===== config.mk =====
export PLATFORM = sky130hd
export DESIGN_NAME = cci_ctrl
export DESIGN_NICKNAME = d
export VERILOG_FILES = /design/src/cci_pkg.sv /design/src/cci_ctrl.sv
export SDC_FILE = /design/constraint.sdc
export NUM_CORES = 1
export LEC_CHECK = 0
export ABC_CLOCK_PERIOD_IN_PS = 1500
export CORE_AREA = 4 4 41 43
export CTS_CLUSTER_DIAMETER = 80
export CTS_CLUSTER_SIZE = 14
export DETAILED_ROUTE_END_ITERATION = 10
export DIE_AREA = 0 0 45 47
export DONT_BUFFER_PORTS = 1
export PLACE_DENSITY = 0.51
export RECOVER_POWER = 25
export SLEW_MARGIN = 20
export SYNTH_ARGS = -nofsm -noshare
export SYNTH_HDL_FRONTEND = slang
export SYNTH_SLANG_ARGS = --single-unit
export TNS_END_PERCENT = 50

===== constraint.sdc =====
create_clock -name clk -period 1.5 [get_ports clk]
set_input_delay 0.15 -clock clk [delete_from_list [all_inputs] [get_ports clk]]
set_output_delay 0.15 -clock clk [all_outputs]
set_load 0.01 [all_outputs]

===== src/cci_pkg.sv =====
// Shared constants, opcodes and controller/datapath interface types
// for the cost curve interpolation block. No dependencies.
package cci_pkg;

	localparam int DEFAULT_TABLE_DEPTH = 256;
	localparam int COST_W = 32;
	localparam int FRAC_W = 17;
	localparam int PROD_W = COST_W + FRAC_W;

	localparam logic [FRAC_W-1:0] ONE_Q16 = 17'h10000;

	localparam logic [1:0] OP_APPEND = 2'd0;
	localparam logic [1:0] OP_CLEAR  = 2'd1;
	localparam logic [1:0] OP_QUERY  = 2'd2;

	// Commands from the controller to the datapath.
	typedef struct packed {
		logic append;
		logic clear;
		logic load_q;
		logic rd_first;
		logic shift;
		logic capture;
		logic mul;
		logic div_start;
		logic finish;
		logic set_miss;
		logic out_load;
	} cmd_t;

	// Status from the datapath to the controller.
	typedef struct packed {
		logic few_points;
		logic hit;
		logic last;
		logic zero_width;
		logic div_done;
		logic out_free;
	} sts_t;

endpackage


===== src/cci_ctrl.sv =====
// Controller state machine: sequences append, clear and query items.
// Depends on cci_pkg for opcodes and the command and status structs.
module cci_ctrl
	import cci_pkg::*;
(
	input  logic       clk,
	input  logic       arst_n,
	input  logic       in_valid,
	output logic       in_ready,
	input  logic [1:0] opcode,
	input  sts_t       sts,
	output cmd_t       cmd
);

	localparam logic [2:0] S_IDLE  = 3'd0;
	localparam logic [2:0] S_PRIME = 3'd1;
	localparam logic [2:0] S_SCAN  = 3'd2;
	localparam logic [2:0] S_MUL   = 3'd3;
	localparam logic [2:0] S_DIVST = 3'd4;
	localparam logic [2:0] S_DIV   = 3'd5;
	localparam logic [2:0] S_FIN   = 3'd6;
	localparam logic [2:0] S_DONE  = 3'd7;

	logic [2:0] state_q;
	logic [2:0] state_nx;
	logic       accept;

	assign in_ready = state_q == S_IDLE;
	assign accept   = in_valid && in_ready;

	always_comb begin
		cmd      = '0;
		state_nx = state_q;
		unique case (state_q)
			S_IDLE: begin
				if (accept) begin
					unique case (opcode)
						OP_APPEND: cmd.append = 1'b1;
						OP_CLEAR:  cmd.clear = 1'b1;
						OP_QUERY: begin
							cmd.load_q = 1'b1;
							if (sts.few_points) begin
								cmd.set_miss = 1'b1;
								state_nx     = S_DONE;
							end else begin
								cmd.rd_first = 1'b1;
								state_nx     = S_PRIME;
							end
						end
						default: ;
					endcase
				end
			end
			S_PRIME: begin
				cmd.shift = 1'b1;
				state_nx  = S_SCAN;
			end
			S_SCAN: begin
				if (sts.hit) begin
					cmd.capture = 1'b1;
					state_nx    = S_MUL;
				end else if (sts.last) begin
					cmd.set_miss = 1'b1;
					state_nx     = S_DONE;
				end else begin
					cmd.shift = 1'b1;
				end
			end
			S_MUL: begin
				cmd.mul  = 1'b1;
				state_nx = sts.zero_width ? S_FIN : S_DIVST;
			end
			S_DIVST: begin
				cmd.div_start = 1'b1;
				state_nx      = S_DIV;
			end
			S_DIV: begin
				if (sts.div_done) begin
					state_nx = S_FIN;
				end
			end
			S_FIN: begin
				cmd.finish = 1'b1;
				state_nx   = S_DONE;
			end
			S_DONE: begin
				if (sts.out_free) begin
					cmd.out_load = 1'b1;
					state_nx     = S_IDLE;
				end
			end
			default: state_nx = S_IDLE;
		endcase
	end

	always_ff @(posedge clk or negedge arst_n) begin
		if (!arst_n) begin
			state_q <= S_IDLE;
		end else begin
			state_q <= state_nx;
		end
	end

endmodule


# [Yosys cells after proc, flatten, opt, wreduce, memory -nomap -nowiden]
# Index checks and enable logic that the tools add are counted.
[op_classes] n_eq_ne=14 n_mux=31 n_reduce_logical=4
[ops] cell="3-bit case mux with 8 select lines" count=1
[ops] cell="3-bit two-way mux" count=7
[ops] cell="1-bit two-way mux" count=17
[ops] cell="3-bit equality test (second input constant)" count=4
[ops] cell="4-bit two-way mux" count=2
[ops] cell="3-bit by 2-bit equality test with 1-bit output (second input constant)" count=2
[ops] cell="5-bit AND reduction" count=1
[ops] cell="2-bit two-way mux" count=2
[ops] cell="2-bit by 1-bit != test with 1-bit output (second input constant)" count=2
[ops] cell="2-bit != test (second input constant)" count=2
[ops] cell="1-bit case mux with 2 select lines" count=2
[ops] cell="3-bit by 1-bit equality test with 1-bit output (second input constant)" count=1
[ops] cell="3-bit zero test" count=1
[ops] cell="3-bit != test (second input constant)" count=1
[ops] cell="2-bit by 1-bit equality test with 1-bit output (second input constant)" count=1
[ops] cell="2-bit equality test (second input constant)" count=1
[ops] cell="2-bit zero test" count=1
[ops] cell="1-bit logical AND" count=1
[word_totals] regBits=3 out_inout_bits=12 elab_cells=50

# [Depth between registers and ports, before layout]
[depth] depth_word=4 mapped_depth=5 mapped_depth_nobuf=4

# [Worst setup path before layout]
# OpenSTA, ideal clock, no wires.
[synth_path] kind="register -> output" start="reg state_q[0]" end="out cmd[9] (netlist bit)" arrival_ps=1528 required_ps=1350 setup_slack_ps=-178 stages_incl_launch_ff=5 path_buffers=1 path_cell_list="dfrtp_1 -> buf_6 -> nor3_1 -> nand2_1 -> nor3b_1"
[synth_rtl] item="from (decl)" line_no="cci_ctrl.sv:24" text="logic [2:0] state_q;"
[synth_rtl] item="from (signal assigned)" line_no="cci_ctrl.sv:100" text="state_q <= state_nx;"
[synth_rtl] item="to (decl)" line_no="cci_ctrl.sv:12" text="output cmd_t cmd"

==> metrics <==
Final period util 1.07; WS Path Type flip-flop to primary output; Die ar. 2120 um^2; register area 75.1 um^2; biggest regs state_q: 3 flops; WL final 961 um; Avg Synthesized Cell Area 7.95 um^2; CTS sink count 3; largest net degree at the start of global routing 13; Critical Path RT 1.35 ns; Max Slew Vio Count 0; register area share after synthesis 0.225; core box area 1300 um^2; HP Class input pin to async pin; ant diodes 0; Detailed Routing Iterations Pass 1 3; Syn Nets 53; flip-flop count of the largest register after layout 3; number of global-route vias before repair 356; Clk Latency, worst-skew pair 0.24 ns; DR iter-0 viols 3; Total GRT Usage 0.104; pwr dens 1930 nW/um^2; Final GP Congestion 0.652; WL/cell 13.2 um; share of layout cells above drive strength 1 0.517; synth unique cells 26; MaxCap Viol Count 0; CTS tree built; synthesis-stage register bit count 3; Die W 45 um; post-route ant nets 0; Port Buffers 0; Critical R2R Launch state_q[1]$_DFFE_PN0P_; failing checks setup timing; Row Count 13; vias per cell 5.36; critical path's slowest cell or4b_4; I/O pins 23; CP arrival 1.45 ns; maximum vdd ir drop 0.000971 V; CTS H-tree depth 1; dpl ws 0.0728 ns; Chip Height 47 um; Max Buffers Root-to-Sink 2; hold_ws 0.161 ns; HPWL Detailed 668 um; fmax 0.626 GHz; Root Buffer Master clkbuf_4; Remaining Overflow, GRT 0; DP Area 389 um^2; most frequent cells in the layout buf_4, nand2_1, nor2_1; worst stage delay on the critical path 0.56 ns; status finished with violations; final hold vios 0; DRC Markers 0; most common cell after layout, fill and taps aside buf_4; element type at the critical path start flip-flop; Reg with most FFs state_q; RSZ-0062 raised after global routing yes; initial antenna violation count 0; critical path endpoint category primary output; Lkg Pwr 0.000230 uW; CTS buffer count 3; first-pass GRT wire length 1.52 mm; mapped cell area 334 um^2; CP max FO 3; Util after Layout 0.420; synth warn 0; Final nets 70; Post-Synthesis Cells 42; crit-path cells or4b_4 > o21ai_2 > buf_4; fin area 547 um^2; Final Setup Violations 2; Rel. slew slack 0.760; Initial Util 0.257; CTS clk-pin slew, worst paths 0.04 ns; min setup slack post-route -0.0984 ns; min Tclk post-route 1.60 ns; CP Launch Point state_q[2]$_DFFE_PN0P_; final setup skew 0.00126 ns; area grow syn2layout 63.7%; area occupied by multi-input gates 289 um^2; Fillers 134; Worst Tran Pin Value 0.357 ns; via count 391
-- cells in the mapped netlist (all sizes together) --
cell | count | share of area
nand2 | 5 | 0.056
nor2 | 4 | 0.045
o21ai | 4 | 0.060
dfrtp | 3 | 0.22
inv | 3 | 0.034
nor3 | 3 | 0.045
clkbuf | 2 | 0.052
nor3b | 2 | 0.045
a211oi | 1 | 0.022
a21oi | 1 | 0.015
a31oi | 1 | 0.019
and3 | 1 | 0.022
buf | 1 | 0.034
mux2i | 1 | 0.030
nand3 | 1 | 0.015
nand3b | 1 | 0.022
nor2b | 1 | 0.019
nor4 | 1 | 0.019
o22ai | 1 | 0.019
o2bb2ai | 1 | 0.082
o32ai | 1 | 0.026
o41ai | 1 | 0.026
or4b | 1 | 0.041
xor2 | 1 | 0.026
-- per-stage QoR --
stage          setup TNS [ns]  std cells  total power, uW
6_report               -0.113         73             1060
5_1_grt                -0.354         73             1140
4_1_cts                -0.156         67              928
3_5_place_dp                0         62              680
3_3_place_gp                0         62              675
2_1_floorplan         -0.0820         42              589
-- cell families (layout without fill, tap and decap cells) --
family                    after synthesis  in the layout  share of synthesized area
muxes                                   1              1                     0.0300
xor gates and xnor gates                1              1                     0.0262
and+or+nand+nor                        20             20                      0.330
AOI/OAI and AO/OA                      11             11                      0.270
DFF                                     3              3                      0.225
buffers and inverters                   6             22                      0.120
-- power breakdown --
group	leakage, uW	switching (uW)	internal, uW
Sequential	0.0000337	27.5	126
Clock	0.0000150	44.5	99.9
Combinational	0.000181	402	356
-- final timing paths --
check                      cells after the start  slack, ns                      to
max                                            3       -0.1                  cmd[1]
min                                            1       0.16  state_q[2]$_DFFE_PN0P_
max reg2reg                                    5       0.09  state_q[1]$_DFFE_PN0P_
min reg2reg                                    2       0.66  state_q[0]$_DFFE_PN0P_
max in group asynchronous                      1       1.20  state_q[1]$_DFFE_PN0P_
min in group clk                               2       0.16  state_q[0]$_DFFE_PN0P_
-- what timing repair did --
action	in CTS	in global routing
pin swaps	2	4
endpoints found under the setup margin	7	5
endpoints found under the hold margin	3	0
setup buffers	0	6
resized for setup	13	3
hold buffers	1	0
-- area by class of cell --
| type | count | area share |
|---|---|---|
| Timing Repair Buffer | 15 | 0.231 |
| Inverter | 3 | 0.0206 |
| Multi-Input combinational cell | 33 | 0.529 |
| Sequential cell | 3 | 0.137 |
| Clock buffer | 4 | 0.0481 |
| Tap cell | 15 | 0.0343 |
-- metal layers --
metal / global-route usage / vias to the layer above / share of wire
li1: - / 185 / -
met1: 0.126 / 181 / 0.38
met2: 0.138 / 22 / 0.45
met3: 0.0345 / 3 / 0.14
met4: 0.105 / 0 / 0.030
met5: 0 / - / 0
-- worst max-delay path, delay by kind of cell (launching register included) --
kind,cells,cell delay [ns]
AOI/OAI and AO/OA,1,0.13
DFF,1,0.38
and+or+nand+nor,1,0.56
buffers and inverters,1,0.13
Note: power is estimated with default switching activity, not from simulation.
